--- config.mk ---
export PLATFORM = sky130hd
export DESIGN_NAME = mro_cell
export DESIGN_NICKNAME = d
export VERILOG_FILES = /design/src/rtl/mro_pkg.sv /design/src/rtl/mro_cell.sv
export SDC_FILE = /design/constraint.sdc
export NUM_CORES = 1
export LEC_CHECK = 0
export ABC_CLOCK_PERIOD_IN_PS = 17200
export BUFFER_PORTS_ARGS = -buffer_cell sky130_fd_sc_hd__buf_2
export CAP_MARGIN = 10
export CELL_PAD_IN_SITES_DETAIL_PLACEMENT = 0
export CELL_PAD_IN_SITES_GLOBAL_PLACEMENT = 1
export CORE_MARGIN = 2
export CORE_UTILIZATION = 49
export CTS_CLUSTER_SIZE = 25
export DETAILED_ROUTE_END_ITERATION = 10
export PLACE_DENSITY_LB_ADDON = 0.1
export SETUP_SLACK_MARGIN = 0.1
export SLEW_MARGIN = 25
export SYNTH_ARGS = -nofsm -noshare
export SYNTH_HDL_FRONTEND = slang
export SYNTH_SLANG_ARGS = --single-unit
--- constraint.sdc ---
create_clock -name clk -period 17.2 [get_ports clk]
set_input_delay 0 -clock clk [delete_from_list [all_inputs] [get_ports clk]]
set_output_delay 0 -clock clk [all_outputs]
set_load 0.02 [all_outputs]
--- src/rtl/mro_pkg.sv ---
// Shared types, constants and helpers for the moving rectangle overlay.
// No dependencies; used by every module of the block.
`default_nettype none

package mro_pkg;

    localparam int NUM_RECTS = 16;
    localparam int MAX_SIDE  = 4096;

    localparam int ID_W    = $clog2(NUM_RECTS + 1);
    localparam int COORD_W = 14;
    localparam int COLOR_W = 24;
    localparam int SPEED_W = 4;
    localparam int FRAME_W = 16;
    localparam int PIX_W   = 12;
    localparam int SIDE_W  = 13;
    localparam int CNT_W   = 5;
    localparam int ENTRY_W = 4;
    // frame (as signed) times speed, then plus a corner
    localparam int PROD_W  = FRAME_W + 1 + SPEED_W;
    localparam int SUM_W   = PROD_W + 1;

    localparam logic MODE_WRITE = 1'b0;
    localparam logic MODE_SHADE = 1'b1;

    localparam logic [1:0] CFG_IMAGE_WIDTH  = 2'd0;
    localparam logic [1:0] CFG_IMAGE_HEIGHT = 2'd1;
    localparam logic [1:0] CFG_ACTIVE_RECTS = 2'd2;

    // One beat moving down the cell chain. For a write beat color holds the
    // fill; for a shade beat it holds the best color found so far.
    typedef struct packed {
        logic               valid;
        logic               mode;
        logic [ENTRY_W-1:0] entry;
        logic [COORD_W-1:0] left;
        logic [COORD_W-1:0] top;
        logic [COORD_W-1:0] right;
        logic [COORD_W-1:0] bottom;
        logic [COLOR_W-1:0] color;
        logic [SPEED_W-1:0] speed_x;
        logic [SPEED_W-1:0] speed_y;
        logic [FRAME_W-1:0] frame;
        logic [PIX_W-1:0]   pixel_x;
        logic [PIX_W-1:0]   pixel_y;
        logic               hit;
    } beat_t;

    typedef struct packed {
        logic [SIDE_W-1:0] wmax;
        logic [SIDE_W-1:0] hmax;
        logic [CNT_W-1:0]  active_rects;
    } cfg_t;

    function automatic logic [SIDE_W-1:0] clamp_coord(
        input logic signed [SUM_W-1:0] v,
        input logic        [SIDE_W-1:0] hi
    );
        logic [SIDE_W-1:0] r;
        if (v < 0)
            r = '0;
        else if (v > $signed({{(SUM_W-SIDE_W){1'b0}}, hi}))
            r = hi;
        else
            r = v[SIDE_W-1:0];
        return r;
    endfunction

endpackage

`default_nettype wire

--- src/rtl/mro_cell.sv ---
// One cell of the rectangle chain: stores one table entry and tests each
// passing shade beat against it. Depends on mro_pkg.
`default_nettype none

module mro_cell
    import mro_pkg::*;
(
    input  wire logic            clk,
    input  wire logic            rst_n,
    input  wire logic            advance,
    input  wire logic [ID_W-1:0] cell_id,
    input  wire cfg_t            cfg,
    input  wire beat_t           beat_in,
    output beat_t                beat_out
);

    logic [COORD_W-1:0] left_reg;
    logic [COORD_W-1:0] top_reg;
    logic [COORD_W-1:0] right_reg;
    logic [COORD_W-1:0] bottom_reg;
    logic [COLOR_W-1:0] color_reg;
    logic [SPEED_W-1:0] speed_x_reg;
    logic [SPEED_W-1:0] speed_y_reg;

    logic                     beat_valid_reg;
    logic [$bits(beat_t)-2:0] beat_data_reg;
    beat_t                    beat_next;

    logic                     active;
    logic                     match;
    logic                     do_write;
    logic signed [PROD_W-1:0] prod_x;
    logic signed [PROD_W-1:0] prod_y;
    logic signed [SUM_W-1:0]  sum_x0;
    logic signed [SUM_W-1:0]  sum_x1;
    logic signed [SUM_W-1:0]  sum_y0;
    logic signed [SUM_W-1:0]  sum_y1;
    logic [SIDE_W-1:0]        x0;
    logic [SIDE_W-1:0]        x1;
    logic [SIDE_W-1:0]        y0;
    logic [SIDE_W-1:0]        y1;
    logic [SIDE_W-1:0]        px;
    logic [SIDE_W-1:0]        py;
    logic                     hit_here;

    // a count above the table size leaves every cell active
    assign active = (ID_W + CNT_W)'(cell_id) < (ID_W + CNT_W)'(cfg.active_rects);
    assign match  = (ID_W + ENTRY_W)'(cell_id) == (ID_W + ENTRY_W)'(beat_in.entry);
    assign do_write = advance && beat_in.valid && (beat_in.mode == MODE_WRITE) && match;

    always_comb
    begin
        prod_x = PROD_W'($signed({1'b0, beat_in.frame})) * PROD_W'($signed(speed_x_reg));
        prod_y = PROD_W'($signed({1'b0, beat_in.frame})) * PROD_W'($signed(speed_y_reg));
        sum_x0 = SUM_W'($signed(left_reg))   + SUM_W'(prod_x);
        sum_x1 = SUM_W'($signed(right_reg))  + SUM_W'(prod_x);
        sum_y0 = SUM_W'($signed(top_reg))    + SUM_W'(prod_y);
        sum_y1 = SUM_W'($signed(bottom_reg)) + SUM_W'(prod_y);
        x0 = clamp_coord(sum_x0, cfg.wmax);
        x1 = clamp_coord(sum_x1, cfg.wmax);
        y0 = clamp_coord(sum_y0, cfg.hmax);
        y1 = clamp_coord(sum_y1, cfg.hmax);
        px = SIDE_W'(beat_in.pixel_x);
        py = SIDE_W'(beat_in.pixel_y);
        hit_here = active && (px >= x0) && (px <= x1) && (py >= y0) && (py <= y1);
    end

    always_comb
    begin
        beat_next = beat_in;
        if (beat_in.mode == MODE_SHADE && hit_here)
        begin
            beat_next.hit   = 1'b1;
            beat_next.color = color_reg;
        end
    end

    always_ff @(posedge clk)
    begin
        if (do_write)
        begin
            left_reg    <= beat_in.left;
            top_reg     <= beat_in.top;
            right_reg   <= beat_in.right;
            bottom_reg  <= beat_in.bottom;
            color_reg   <= beat_in.color;
            speed_x_reg <= beat_in.speed_x;
            speed_y_reg <= beat_in.speed_y;
        end
    end

    always_ff @(posedge clk or negedge rst_n)
    begin
        if (!rst_n)
            beat_valid_reg <= 1'b0;
        else if (advance)
            beat_valid_reg <= beat_in.valid;
    end

    always_ff @(posedge clk)
    begin
        if (advance)
            beat_data_reg <= beat_next[$bits(beat_t)-2:0];
    end

    assign beat_out = {beat_valid_reg, beat_data_reg};

    a_write_lands: assert property (@(posedge clk) disable iff (!rst_n)
        do_write |=> (left_reg == $past(beat_in.left)) && (color_reg == $past(beat_in.color))
                     && (speed_y_reg == $past(beat_in.speed_y)))
        else $error("entry write did not land in its cell");

    a_inactive_no_hit: assert property (@(posedge clk) disable iff (!rst_n)
        advance && beat_in.valid && (beat_in.mode == MODE_SHADE) && !beat_in.hit && !active
        |=> !beat_out.hit)
        else $error("inactive cell produced a hit");

    a_miss_is_black: assert property (@(posedge clk) disable iff (!rst_n)
        beat_out.valid && (beat_out.mode == MODE_SHADE) && !beat_out.hit
        |-> beat_out.color == '0)
        else $error("uncovered shade beat carries a color");

    a_stall_holds: assert property (@(posedge clk) disable iff (!rst_n)
        !advance |=> $stable(beat_valid_reg))
        else $error("chain moved during a stall");

endmodule

`default_nettype wire

==> flow_metrics.py <==
metrics = {
    "cts": {
        "clkTransAtPathRegs_ns": 0.06,
        "clk_latency_ns": 0.56,
        "clockRootBuffer": "clkbuf_16",
        "cts_made_buffers": 25,
        "postCtsSetupBuffers": 0,
        "cts_hold_buf": 139,
        "cts_buffer_depth": 3,
        "cts_resized": 0,
        "clock_sinks": 223,
        "cts_max_level": 1,
        "cts_tree": "built",
    },
    "yosys": {
        "synth_cells": 1756,
        "synth_area_um2": 18800,
        "syn-num-nets": 2265,
        "synth_top_area_share": 0.355,
        "synthFlopType": "edfxtp_1",
        "synth.area.top_cells": "edfxtp_1 (36%), ha_1 (18%), fa_1 (6.6%), and2_1 (3.1%), a21oi_1 (2.8%)",
        "synth_common_cells": "ha_1 (273), edfxtp_1 (222), nand2_1 (130), inv_1 (115), a21oi_1 (104)",
        "ys_seq_elements": 223,
        "post-synth-top-count-cell": "ha_1",
        "ys_warn_count": 0,
        "ys_types": 82,
        "syn_area_per_cell_um2": 10.7,
        "ys_seq_area_frac": 0.357,
        "synth_top_area_cell": "edfxtp_1",
        "synth_edf_count": 222,
        "ys_async_sr_fraction": 0.00448,
    },
    "grt": {
        "antenna_found_initial": 3,
        "grt_first_pass_wirelength_um": 81700,
        "grt.total_usage": 0.265,
        "grt_pass1_vias": 15600,
        "grt-ovfl-total": 0,
        "grt_max_degree": 57,
    },
    "min_path": {
        "min-delay-start": "beat_in[43]",
        "holdPathStages": 2,
        "min_to": "beat_data_reg[43]",
        "worstHoldPathType": "in2reg",
    },
    "detailed_routing": {
        "dr.pass1.iters": 6,
        "ant_nets": 0,
        "remaining_drc_errors": 0,
        "wire_per_inst_um": 19.2,
        "viasPerCell": 5.51,
        "vias": 15100,
        "drtIter0Drc": 722,
        "routed_wl_um": 52500,
    },
    "sta": {
        "hold_slack_ns": 0.164,
        "timing.final.ws_setup_ns": 6.32,
        "hold_viol": 0,
        "tightest_slew_ns": 0.792,
        "fin_crit_sh": 0.633,
        "fmax_mhz": 91.9,
        "fin_crit_ns": 10.88,
        "finalClockSkew_ns": 0.0273,
        "setup-violations-final": 0,
        "relSlewSlack": 0.472,
        "drv_slew": 0,
        "timing.setup.tns_ns": 0,
        "rsz0062_at_grt": "no",
    },
    "power": {
        "p_per_area_nw_per_um2": 96.6,
        "p_leak_nw": 10.4,
        "vdd_drop_max_v": 0.0000844,
    },
    "placement": {
        "io_buffers": 308,
        "dp_hpwl_um": 40900,
        "place_congestion": 0.902,
        "dp_slack_ns": 6.41,
    },
    "critical_path": {
        "end_kind": "flop",
        "timing.rr.start": "speed_y_reg[3]",
        "crit_type": "reg2reg",
        "crit_arrival_ns": 11.17,
        "reg2reg_to": "beat_data_reg[72]",
        "r2r_slack_ns": 6.32,
        "cp_slowest_cell": "edfxtp_1",
        "cp_data_required_time_ns": 17.49,
        "crit_path_max_incr_delay_ns": 0.71,
        "crit_path_start_kind": "flop",
        "r2r_cells": 45,
        "crit_fanout": 25,
        "crit_top_cell": "a21oi_1",
    },
    "floorplanning": {
        "core_um2": 37700,
        "die_width_um": 200,
        "io_pins": 309,
        "rows": 71,
        "die_area_um2": 39900,
        "initial_core_util": 0.498,
        "die_height_um": 200,
    },
    "finish": {
        "multi_input_area_um2": 11500,
        "seqCellArea_um2": 6690,
        "num-fill-cells": 3233,
        "largest_reg_flops": 134,
        "area_growth_syn_to_layout_pct": 22.9,
        "layout.nets": 2718,
        "drive_above_1_share": 0.189,
    },
    "outcome": {
        "status": "complete, no violations",
    },
    "job": {
        "cap_violations": 0,
    },
}
[power by group]
| group | switching, W | leakage (nW) | internal [W] |
|---|---|---|---|
| logic | 0.000617 | 7.87 | 0.000442 |
| clock network | 0.000222 | 0.384 | 0.000311 |
| registers | 0.00000682 | 2.11 | 0.000627 |
| total | 0.000846 | 10.4 | 0.00138 |
[metrics by stage]
step	cell area (um2)	total power, W	utilization	cells
final	23100	0.00223	0.612	2739
after global placement	20900	0.00166	0.554	2554
after global routing	23100	0.00237	0.612	2739
after detailed placement	20900	0.00166	0.554	2554
after CTS	23000	0.00223	0.612	2737
after floorplan	18800	0.00139	-	1756
[worst max-delay path, delay by kind of cell (launching register included)]
kind,cells,cell delay [ns]
DFF,1,0.71
buffers and inverters,3,0.70
adders and majority gates,7,2.80
and+or+nand+nor,9,1.12
xor gates and xnor gates,1,0.19
AOI/OAI and AO/OA,23,4.46
muxes,2,0.60
[per-layer routing]
metal / share of wire / up-vias / track usage
met5: 0.00017 / - / 0
met4: 0.041 / 2 / 0.104
met3: 0.040 / 103 / 0.0321
met2: 0.51 / 331 / 0.489
met1: 0.41 / 7281 / 0.312
li1: - / 7382 / -
[cell type report]
class | count | area share
repair buffers | 459 | 0.131
multi-input cells | 1385 | 0.497
flip-flops and latches | 223 | 0.290
inverters | 115 | 0.0187
diodes | 2 | 0.000217
clock buffers | 30 | 0.0279
clock inverters | 14 | 0.00668
well taps | 511 | 0.0277
[how the worst max path moves through the flow]
| stage | start | to | slack, ns | cells past startpoint |
|---|---|---|---|---|
| 6_report | speed_y_reg[3] | beat_data_reg[72] | 6.32 | 45 |
| 5_1_grt | speed_y_reg[3] | beat_data_reg[72] | 5.50 | 45 |
| 4_1_cts | speed_y_reg[3] | beat_data_reg[72] | 6.35 | 45 |
| 3_5_place_dp | speed_y_reg[3] | beat_data_reg[50] | 6.41 | 45 |
| 3_3_place_gp | speed_y_reg[3] | beat_data_reg[52] | 6.65 | 45 |
| 2_1_floorplan | speed_y_reg[2] | beat_data_reg[53] | 7.38 | 47 |
[layout by cell type (no fill, tap or decap), types with 6 or more instances in the layout]
cell | netlist | layout
nor2b_1 | 56 | 56
and2_1 | 92 | 92
a211oi_1 | 21 | 21
edfxtp_1 | 222 | 222
o31ai_1 | 6 | 6
xor2_1 | 22 | 22
nand2b_1 | 29 | 29
mux2_4 | 19 | 19
nand4_1 | 21 | 21
nor2_1 | 73 | 73
nand3_1 | 30 | 30
a21oi_1 | 104 | 104
xnor2_1 | 56 | 56
nand2_1 | 130 | 130
o211ai_1 | 18 | 18
mux2_2 | 28 | 28
ha_1 | 273 | 273
o21ai_0 | 82 | 82
inv_1 | 115 | 115
nor3_1 | 25 | 25
o2111ai_1 | 7 | 7
o21bai_1 | 19 | 19
fa_1 | 62 | 62
buf_2 | 0 | 307
dlygate4sd3_1 | 0 | 139
a21o_1 | 60 | 60
buf_4 | 3 | 12
o21a_1 | 33 | 33
mux2i_1 | 16 | 15
or3_1 | 6 | 6
clkbuf_16 | 0 | 25
a31oi_1 | 11 | 11
[logic make-up (layout without fill, tap and decap cells)]
kind of cell | Yosys count | count (layout) | synth area share
xor gates and xnor gates | 78 | 78 | 0.0364
muxes | 63 | 63 | 0.0406
adders and majority gates | 335 | 335 | 0.248
other | 0 | 2 | 0
and+or+nand+nor | 487 | 487 | 0.136
buffers and inverters | 148 | 618 | 0.0328
DFF | 223 | 223 | 0.357
AOI/OAI and AO/OA | 422 | 422 | 0.149
Note: power is estimated with default switching activity, not from simulation.
