--- config.mk ---
export PLATFORM = sky130hd
export DESIGN_NAME = mro_out_stage
export DESIGN_NICKNAME = d
export VERILOG_FILES = /design/src/rtl/mro_pkg.sv /design/src/rtl/mro_out_stage.sv
export SDC_FILE = /design/constraint.sdc
export NUM_CORES = 1
export LEC_CHECK = 0
export BUFFER_PORTS_ARGS = -buffer_cell sky130_fd_sc_hd__buf_2
export CORE_AREA = 2 2 65 67
export CTS_CLUSTER_SIZE = 16
export DETAILED_ROUTE_END_ITERATION = 7
export DIE_AREA = 0 0 67 69
export GPL_TIMING_DRIVEN = 1
export PLACE_DENSITY = 0.7
export RECOVER_POWER = 25
export SYNTH_ARGS = -nofsm -noshare
export SYNTH_HDL_FRONTEND = slang
export SYNTH_SLANG_ARGS = --single-unit
--- constraint.sdc ---
create_clock -name clk -period 2.35 [get_ports clk]
set_clock_uncertainty 0.15 [all_clocks]
set_input_delay 0.47 -clock clk [delete_from_list [all_inputs] [get_ports clk]]
set_output_delay 0.47 -clock clk [all_outputs]
set_load 0.02 [all_outputs]
--- src/rtl/mro_pkg.sv ---
// Shared types, constants and helpers for the moving rectangle overlay.
// No dependencies; used by every module of the block.
`default_nettype none

package mro_pkg;

    localparam int NUM_RECTS = 16;
    localparam int MAX_SIDE  = 4096;

    localparam int ID_W    = $clog2(NUM_RECTS + 1);
    localparam int COORD_W = 14;
    localparam int COLOR_W = 24;
    localparam int SPEED_W = 4;
    localparam int FRAME_W = 16;
    localparam int PIX_W   = 12;
    localparam int SIDE_W  = 13;
    localparam int CNT_W   = 5;
    localparam int ENTRY_W = 4;
    // frame (as signed) times speed, then plus a corner
    localparam int PROD_W  = FRAME_W + 1 + SPEED_W;
    localparam int SUM_W   = PROD_W + 1;

    localparam logic MODE_WRITE = 1'b0;
    localparam logic MODE_SHADE = 1'b1;

    localparam logic [1:0] CFG_IMAGE_WIDTH  = 2'd0;
    localparam logic [1:0] CFG_IMAGE_HEIGHT = 2'd1;
    localparam logic [1:0] CFG_ACTIVE_RECTS = 2'd2;

    // One beat moving down the cell chain. For a write beat color holds the
    // fill; for a shade beat it holds the best color found so far.
    typedef struct packed {
        logic               valid;
        logic               mode;
        logic [ENTRY_W-1:0] entry;
        logic [COORD_W-1:0] left;
        logic [COORD_W-1:0] top;
        logic [COORD_W-1:0] right;
        logic [COORD_W-1:0] bottom;
        logic [COLOR_W-1:0] color;
        logic [SPEED_W-1:0] speed_x;
        logic [SPEED_W-1:0] speed_y;
        logic [FRAME_W-1:0] frame;
        logic [PIX_W-1:0]   pixel_x;
        logic [PIX_W-1:0]   pixel_y;
        logic               hit;
    } beat_t;

    typedef struct packed {
        logic [SIDE_W-1:0] wmax;
        logic [SIDE_W-1:0] hmax;
        logic [CNT_W-1:0]  active_rects;
    } cfg_t;

    function automatic logic [SIDE_W-1:0] clamp_coord(
        input logic signed [SUM_W-1:0] v,
        input logic        [SIDE_W-1:0] hi
    );
        logic [SIDE_W-1:0] r;
        if (v < 0)
            r = '0;
        else if (v > $signed({{(SUM_W-SIDE_W){1'b0}}, hi}))
            r = hi;
        else
            r = v[SIDE_W-1:0];
        return r;
    endfunction

endpackage

`default_nettype wire

--- src/rtl/mro_out_stage.sv ---
// Output register at the end of the cell chain; drops write beats and
// produces the chain-wide advance from the receiver's ready. Depends on mro_pkg.
`default_nettype none

module mro_out_stage
    import mro_pkg::*;
(
    input  wire logic  clk,
    input  wire logic  rst_n,
    input  wire beat_t last_beat,
    input  wire logic  out_ready,
    output logic       advance,
    output logic       out_valid,
    output logic [7:0] red,
    output logic [7:0] green,
    output logic [7:0] blue,
    output logic       covered
);

    logic               out_valid_reg;
    logic               out_valid_next;
    logic [COLOR_W-1:0] color_reg;
    logic               covered_reg;

    assign advance        = !out_valid_reg || out_ready;
    assign out_valid_next = last_beat.valid && (last_beat.mode == MODE_SHADE);

    always_ff @(posedge clk or negedge rst_n)
    begin
        if (!rst_n)
            out_valid_reg <= 1'b0;
        else if (advance)
            out_valid_reg <= out_valid_next;
    end

    always_ff @(posedge clk)
    begin
        if (advance && out_valid_next)
        begin
            color_reg   <= last_beat.color;
            covered_reg <= last_beat.hit;
        end
    end

    assign out_valid = out_valid_reg;
    assign red       = color_reg[7:0];
    assign green     = color_reg[15:8];
    assign blue      = color_reg[23:16];
    assign covered   = covered_reg;

endmodule

`default_nettype wire

==> results.sh, run 1 <==
export IMPL_critPathRequiredTime_ns=1.73
export IMPL_drt_total_wl_mm=1.81
export IMPL_port_buffers=56
export IMPL_yosysUniqueCellTypes=5
export IMPL_syn2layout_area_growth_pct=53.2
export IMPL_ys_flop_type="edfxtp_1"
export IMPL_routed_via_count=511
export IMPL_die_w_um=67
export IMPL_antenna_found_initial=0
export IMPL_tritoncts="done"
export IMPL_grt_overflow_total=0
export IMPL_yosysMostFrequentCell="edfxtp_1"
export IMPL_synthTopCellsByArea="edfxtp_1, dfrtp_1, nand2b_4"
export IMPL_rsz0062_at_grt="false"
export IMPL_ys_seq_area_share_pct=95.7
export IMPL_n_antenna_cell=0
export IMPL_largest_reg_flops=24
export IMPL_synthMuxAreaShare_pct=0
export IMPL_ir_worst_vdd_uv=301
export IMPL_synth_seq_cells=26
export IMPL_rows=23
export IMPL_wl_met2_um=837
export IMPL_synth_area_um2=811
export IMPL_cts_sinks=26
export IMPL_clkTransAtPathRegs_ns=0.09
export IMPL_antenna_left=0
export IMPL_finalCritPeriodShare_pct=65.9
export IMPL_crit_slowest_cell="dfrtp_1"
export IMPL_critPathArrivalTime_ns=0.93
export IMPL_startpoint_type="flop"
export IMPL_async_reset_ff_share_pct=3.85
export IMPL_die_h_um=69
export IMPL_cts_resized=0
export IMPL_p_leak_nw=0.534
export IMPL_drt_initial_drc_count=10
export IMPL_yosys_top_cells_count="edfxtp_1, nand2_1, dfrtp_1, nand2b_4, nor2b_4"
export IMPL_grt_max_degree=26
export IMPL_yosysTopAreaCell="edfxtp_1"
export IMPL_setup_violations=0
export IMPL_firstDrtPassIters=2
export IMPL_max_stage_delay_ns=0.42
export IMPL_drc=0
export IMPL_syn_instance_count=30
export IMPL_top_layer="met4"
export IMPL_dieArea_um2=4620
export IMPL_cp_cell_sequence="nand2b_4 -> buf_2"
export IMPL_grt_pass1_wl_mm=2.73
export IMPL_critPathTopFamily="flip-flops"
export IMPL_route_met3_wl_um=301
export IMPL_path_buf_inv=1
export IMPL_start_util_pct=20.7
export IMPL_num_nets_final=231
export IMPL_ys_warnings_count=0
export IMPL_end_kind="primary output"
export IMPL_met1_length_um=663
export IMPL_synth_edf_count=25
export IMPL_path_class="reg2out"
export IMPL_crit_fanout=3
export IMPL_synth_simple_area_share_pct=4.32
export IMPL_routabilityCongestion=0.696
export IMPL_clockBufferDepth=2
export IMPL_dp_hpwl_mm=1.48
export IMPL_io_pins=165
export IMPL_grt_total_usage_pct=8.30
export IMPL_finalCriticalPeriod_ns=1.55
export IMPL_min_path_type="in2reg"
export IMPL_syn_mean_instance_area_um2=27.0
export IMPL_synth_compound_area_share_pct=0
export IMPL_core_area_um2=3910
export IMPL_yosys_area_share_xor_xnor_pct=0
export IMPL_whs_ns=0.223
export IMPL_tightest_slew_ns=0.313
export IMPL_wl_per_cell_um=12.7
export IMPL_status="finished clean"
export IMPL_slew_violations=0
export IMPL_post_drt_via_cell_ratio=3.60
export IMPL_postCtsHoldBufs=1
export IMPL_cap_violations=0
export IMPL_worstSkewPairLatency_ns=0.26
export IMPL_grt_pass1_vias=561
export IMPL_fmax_mhz=646
export IMPL_syn_num_nets=168
export IMPL_root_buffer="clkbuf_8"
export IMPL_synth_top_family_by_area="simple AND/OR/NAND/NOR gates"
export IMPL_final_layout_size_suffix_gt1_share_pct=68.5
export IMPL_cts_setup_buffers=0
export IMPL_setup_tns_ns=0
export IMPL_synth_fa_ha_area_share_pct=0
export IMPL_powerDensity_nw_per_um2=792
export IMPL_numCtsBuffers=3
export IMPL_htreeDepth=1
export IMPL_max_slew_margin_rel_pct=79.1
export IMPL_hold_viol_final=0
export IMPL_synth_top_area_share_pct=92.6
metrics by stage:
step	setup WS [ns]	instance area [µm²]	std cells	utilization, %	power (mW)
final	0.802	1240	142	31.7	0.984
after global routing	0.749	1240	142	31.7	1.02
after CTS	0.787	1240	142	31.7	0.999
after detailed placement	0.741	1160	137	29.7	0.635
after global placement	0.781	1160	137	29.7	0.632
after floorplan	0.734	811	30	-	0.587
power by group:
group	total (mW)	internal, mW	switching [mW]
Combinational	0.0862	0.0354	0.0507
Clock	0.361	0.228	0.133
Sequential	0.537	0.532	0.00523
worst reg2reg max path: stages (launching register included):
cell	delay [ns]
dfrtp_1	0.42
nand2b_4	0.09
nor2b_4	0.12
buf_4	0.30
final cells by class:
cell class                 instances  area [µm²]
clock inverter                     1        30.0
timing repair buffer              58         298
sequential                        26         776
clock buffer                       3        41.3
tap                               50        62.6
multi-input combinational          4        35.0
fill                             425        2670
per-layer routing:
metal	vias to the layer above	global-route usage [%]
li1	239	-
met1	229	8.25
met2	41	13.2
met3	2	6.69
met4	0	2.04
met5	-	0
layout by cell type, fill, tap and decap left out:
cell           synthesis  routed
edfxtp_1              25      25
buf_4                  0       1
nand2_1                2       2
dlygate4sd3_1          0       1
nor2b_4                1       1
bufinv_16              0       1
buf_2                  0      56
clkbuf_8               0       3
dfrtp_1                1       1
nand2b_4               1       1
path summary, 6_finish.rpt:
path / slack [ns] / endpoint / start / cells after the start
max: 0.80 / advance / out_valid$_DFFE_PN0P_ / 2
min: 0.22 / color_reg[3]$_DFFE_PP_ / last_beat[52] / 1
max reg2reg: 0.94 / color_reg[19]$_DFFE_PP_ / out_valid$_DFFE_PN0P_ / 3
min reg2reg: 0.40 / out_valid$_DFFE_PN0P_ / out_valid$_DFFE_PN0P_ / 2
max in group asynchronous: 1.62 / out_valid$_DFFE_PN0P_ / rst_n / 2
min in group asynchronous: 0.35 / out_valid$_DFFE_PN0P_ / rst_n / 2
kinds of logic after synthesis:
group / after synthesis
flops: 26
simple gates: 4
Power figures use the tool's default switching activity.
==> inputs of run 2 (changes only) <==
--- a/config.mk
+++ b/config.mk
@@ -6,12 +6,12 @@
 export NUM_CORES = 1
 export LEC_CHECK = 0
 export BUFFER_PORTS_ARGS = -buffer_cell sky130_fd_sc_hd__buf_2
-export CORE_AREA = 2 2 65 67
+export CORE_MARGIN = 2
+export CORE_UTILIZATION = 22
 export CTS_CLUSTER_SIZE = 16
 export DETAILED_ROUTE_END_ITERATION = 7
-export DIE_AREA = 0 0 67 69
 export GPL_TIMING_DRIVEN = 1
-export PLACE_DENSITY = 0.7
+export PLACE_DENSITY = 0.76
 export RECOVER_POWER = 25
 export SYNTH_ARGS = -nofsm -noshare
 export SYNTH_HDL_FRONTEND = slang
==> constraint.sdc (replaced) <==
create_clock -name clk -period 1.35 [get_ports clk]
set_clock_uncertainty 0.15 [all_clocks]
set_input_delay 0.27 -clock clk [delete_from_list [all_inputs] [get_ports clk]]
set_output_delay 0.27 -clock clk [all_outputs]
set_load 0.02 [all_outputs]
==> results.sh, run 2 (synthesis gave the netlist of run 1 again) <==
export IMPL_status="finished clean"
export IMPL_syn2layout_area_growth_pct=52.2
export IMPL_routabilityCongestion=0.651
export IMPL_clockBufferDepth=2
export IMPL_slew_violations=0
export IMPL_setup_violations=0
export IMPL_dieArea_um2=4190
export IMPL_start_util_pct=22.5
export IMPL_core_area_um2=3610
export IMPL_grt_pass1_wl_mm=2.57
export IMPL_grt_max_degree=26
export IMPL_startpoint_type="flop"
export IMPL_port_buffers=56
export IMPL_grt_pass1_vias=505
export IMPL_tritoncts="done"
export IMPL_antenna_left=0
export IMPL_crit_slowest_cell="dfrtp_2"
export IMPL_cap_violations=0
export IMPL_critPathRequiredTime_ns=0.93
export IMPL_crit_fanout=3
export IMPL_die_h_um=64.7
export IMPL_path_class="reg2out"
export IMPL_largest_reg_flops=24
export IMPL_min_path_type="in2reg"
export IMPL_hold_viol_final=0
export IMPL_drt_initial_drc_count=20
export IMPL_drt_total_wl_mm=1.65
export IMPL_routed_via_count=510
export IMPL_critPathArrivalTime_ns=0.89
export IMPL_total_power_mw=1.52
export IMPL_tightest_slew_ns=0.135
export IMPL_end_kind="primary output"
export IMPL_cts_sinks=26
export IMPL_post_drt_via_cell_ratio=3.64
export IMPL_fmax_mhz=764
export IMPL_grt_total_usage_pct=8.54
export IMPL_final_layout_size_suffix_gt1_share_pct=68.5
export IMPL_finalCriticalPeriod_ns=1.31
export IMPL_finalCoreUtilization_pct=34.2
export IMPL_max_stage_delay_ns=0.43
export IMPL_die_w_um=64.7
export IMPL_final_common_cell="buf_2"
export IMPL_ir_worst_vdd_uv=551
export IMPL_n_antenna_cell=0
export IMPL_clkTransAtPathRegs_ns=0.08
export IMPL_num_nets_final=231
export IMPL_cp_cell_sequence="nand2b_4 -> buf_6"
export IMPL_numCtsBuffers=3
export IMPL_firstDrtPassIters=2
export IMPL_root_buffer="clkbuf_8"
export IMPL_max_slew_margin_rel_pct=91.0
export IMPL_place_ws_ns=0.0614
export IMPL_powerDensity_nw_per_um2=1230
export IMPL_io_pins=165
export IMPL_rsz0062_at_grt="true"
export IMPL_p_leak_nw=0.527
export IMPL_worstSkewPairLatency_ns=0.26
export IMPL_antenna_found_initial=0
export IMPL_worst_slack_ns=0.0413
export IMPL_grt_overflow_total=0
export IMPL_final_cell_mix="buf_2, edfxtp_1, clkbuf_8, nand2_1"
export IMPL_wl_per_cell_um=11.8
export IMPL_rows=22
export IMPL_fillers=366
export IMPL_htreeDepth=1
export IMPL_finalCritPeriodShare_pct=96.9
export IMPL_drc=0
## run 2: changes by cell type in the layout (fill, tap and decap cells not counted), sizes merged
cell,previous run,this run
bufinv,1,0
clkbuf,3,4
## run 2: repair_timing
item / in CTS / in global routing
hold buffers: 1 / 0
endpoints found under the setup margin: 1 / 1
setup buffers: 0 / 0
endpoints found under the hold margin: 1 / 0
gates resized for setup: 1 / 1
## run 2: routing by layer
layer	track usage [%]	share of wire (%)
met1	8.06	33
met4	3.19	0.61
met2	14.4	52
met5	0	0
met3	5.90	14
## run 2: layout make-up
type                    count  area (µm²)  share of cell area (%)
flip-flops and latches     26         777                    63.0
repair buffers             58         317                    25.7
well taps                  48        60.1                    4.87
clock buffers               4        45.0                    3.65
multi-input cells           4        35.0                    2.84
## run 2: stage by stage
step | hold WS, ns | TNS, ns | std cells | instance area, µm²
after detailed placement | -0.102 | 0 | 135 | 1170
after CTS | 0.0146 | 0 | 140 | 1230
after global routing | 0.00878 | -0.00203 | 140 | 1230
final | 0.0274 | 0 | 140 | 1230
after floorplan | -0.176 | -5.56 | 30 | 812
after global placement | -0.105 | 0 | 135 | 1170
## run 2: path summary, 6_finish.rpt
path,slack (ns),depth (start not counted),to,startpoint
worst max register to register,0.05,3,color_reg[17]$_DFFE_PP_,out_valid$_DFFE_PN0P_
max in group asynchronous,0.81,2,out_valid$_DFFE_PN0P_,rst_n
worst min register to register,0.39,2,out_valid$_DFFE_PN0P_,out_valid$_DFFE_PN0P_
worst min-delay path,0.03,1,color_reg[5]$_DFFE_PP_,last_beat[54]
min in group asynchronous,0.15,2,out_valid$_DFFE_PN0P_,rst_n
worst max-delay path,0.04,2,advance,out_valid$_DFFE_PN0P_
## run 2: where the power goes
| part | switching (mW) | internal [mW] |
|---|---|---|
| registers | 0.00875 | 0.926 |
| clock network | 0.215 | 0.211 |
| logic | 0.0883 | 0.0684 |
## run 2: critical path, delay by kind of cell, from the launching register on
kind | cells | cell delay (ns)
and+or+nand+nor | 1 | 0.08
DFF | 1 | 0.43
buffers and inverters | 1 | 0.11
==> inputs of run 3 (changes only) <==
--- a/config.mk
+++ b/config.mk
@@ -8,11 +8,12 @@
 export BUFFER_PORTS_ARGS = -buffer_cell sky130_fd_sc_hd__buf_2
 export CORE_MARGIN = 2
 export CORE_UTILIZATION = 22
-export CTS_CLUSTER_SIZE = 16
+export CTS_CLUSTER_SIZE = 8
 export DETAILED_ROUTE_END_ITERATION = 7
 export GPL_TIMING_DRIVEN = 1
 export PLACE_DENSITY = 0.76
 export RECOVER_POWER = 25
+export REMOVE_ABC_BUFFERS = 1
 export SYNTH_ARGS = -nofsm -noshare
 export SYNTH_HDL_FRONTEND = slang
 export SYNTH_SLANG_ARGS = --single-unit
==> results.sh, run 3 (synthesis gave the netlist of run 1 again) <==
export IMPL_antenna_found_initial=0
export IMPL_worstSkewPairLatency_ns=0.25
export IMPL_routed_via_count=502
export IMPL_firstDrtPassIters=4
export IMPL_core_area_um2=3610
export IMPL_dieArea_um2=4190
export IMPL_end_kind="primary output"
export IMPL_rows=22
export IMPL_start_util_pct=22.5
export IMPL_cp_depth=2
export IMPL_path_class="reg2out"
export IMPL_path_buf_inv=1
export IMPL_largest_reg_flops=24
export IMPL_whs_ns=0.0260
export IMPL_setup_violations=0
export IMPL_drt_total_wl_mm=1.68
export IMPL_worst_slack_ns=0.0500
export IMPL_final_cell_mix="buf_2, edfxtp_1, clkbuf_8, nand2_1"
export IMPL_cap_violations=0
export IMPL_grt_total_usage_pct=8.51
export IMPL_drt_initial_drc_count=26
export IMPL_grt_overflow_total=0
export IMPL_use_met1_pct=7.40
export IMPL_ir_worst_vdd_uv=582
export IMPL_max_stage_delay_ns=0.42
export IMPL_use_met3_pct=5.73
export IMPL_rsz0062_at_grt="false"
export IMPL_cts_sinks=26
export IMPL_tightest_slew_ns=0.136
export IMPL_grt_pass1_wl_mm=2.65
export IMPL_clockBufferDepth=2
export IMPL_htreeDepth=1
export IMPL_min_path_type="in2reg"
export IMPL_syn2layout_area_growth_pct=52.0
export IMPL_numCtsBuffers=3
export IMPL_tritoncts="done"
export IMPL_p_leak_nw=0.528
export IMPL_cp_cell_sequence="nand2b_4 -> buf_6"
export IMPL_final_common_cell="buf_2"
export IMPL_max_slew_margin_rel_pct=90.9
export IMPL_status="finished clean"
export IMPL_critPathArrivalTime_ns=0.88
export IMPL_die_h_um=64.7
export IMPL_n_antenna_cell=0
export IMPL_clkTransAtPathRegs_ns=0.08
export IMPL_grt_pass1_vias=566
export IMPL_powerDensity_nw_per_um2=1230
export IMPL_min_path_cells=1
export IMPL_critPathTopFamily="flip-flops"
export IMPL_drc=0
export IMPL_crit_slowest_cell="dfrtp_1"
export IMPL_finalCriticalPeriod_ns=1.30
export IMPL_finalCritPeriodShare_pct=96.3
export IMPL_wl_per_cell_um=12.0
export IMPL_startpoint_type="flop"
export IMPL_antenna_left=0
export IMPL_fmax_mhz=769
export IMPL_met2_usage_pct=16.0
export IMPL_io_pins=165
export IMPL_die_w_um=64.7
export IMPL_crit_fanout=3
export IMPL_cts_setup_buffers=0
export IMPL_root_buffer="clkbuf_8"
export IMPL_port_buffers=56
export IMPL_final_layout_size_suffix_gt1_share_pct=67.4
export IMPL_rr_worst_depth=3
export IMPL_routabilityCongestion=0.662
export IMPL_post_drt_via_cell_ratio=3.59
export IMPL_grt_max_degree=26
export IMPL_slew_violations=0
export IMPL_place_ws_ns=0.0601
export IMPL_busiest_layer="met2"
export IMPL_hold_viol_final=0
export IMPL_num_nets_final=231
export IMPL_fillers=362
export IMPL_critPathRequiredTime_ns=0.93
## run 3: cell counts in the layout (fill, tap and decap cells not counted)
No cell type changed its count.
## run 3: through the flow
step	setup TNS [ns]	instances	utilization [%]	cell area (µm²)	power, mW
6_report	0	140	34.2	1230	1.52
5_1_grt	0	140	34.2	1230	1.59
4_1_cts	0	140	34.1	1230	1.53
3_5_place_dp	0	135	32.5	1170	1.11
3_3_place_gp	0	135	32.5	1170	1.10
2_1_floorplan	-6.39	30	-	811	1.02
## run 3: worst paths after layout
kind	from	endpoint	slack, ns
max in group asynchronous	rst_n	out_valid$_DFFE_PN0P_	0.81
max	out_valid$_DFFE_PN0P_	advance	0.05
min reg2reg	out_valid$_DFFE_PN0P_	out_valid$_DFFE_PN0P_	0.41
min	last_beat[69]	color_reg[20]$_DFFE_PP_	0.03
min in group asynchronous	rst_n	out_valid$_DFFE_PN0P_	0.16
max reg2reg	out_valid$_DFFE_PN0P_	color_reg[7]$_DFFE_PP_	0.05
## run 3: final cells by class
| cell class | instances | area [µm²] | share of cell area [%] |
|---|---|---|---|
| Sequential cell | 26 | 776 | 62.9 |
| Timing Repair Buffer | 58 | 317 | 25.7 |
| Tap cell | 48 | 60.1 | 4.87 |
| Clock buffer | 4 | 45.0 | 3.65 |
| Multi-Input combinational cell | 4 | 35.0 | 2.84 |
## run 3: repair_timing
| item | 4_1_cts | 5_1_grt |
|---|---|---|
| hold endpoints to repair | 1 | 0 |
| gates resized for setup | 1 | 1 |
| pin swaps | 0 | 0 |
| hold buffers | 1 | 0 |
| endpoints found under the setup margin | 1 | 1 |
## run 3: per-layer routing
layer,share of wire (%),vias up
met5,0,-
li1,-,239
met2,54,44
met3,15,0
met1,31,219
met4,0,0
## run 3: where the power goes
group / internal (mW) / total [mW] / leakage (nW) / switching, mW
logic: 0.0684 / 0.158 / 0.260 / 0.0896
registers: 0.925 / 0.934 / 0.245 / 0.00889
clock network: 0.210 / 0.424 / 0.0228 / 0.214
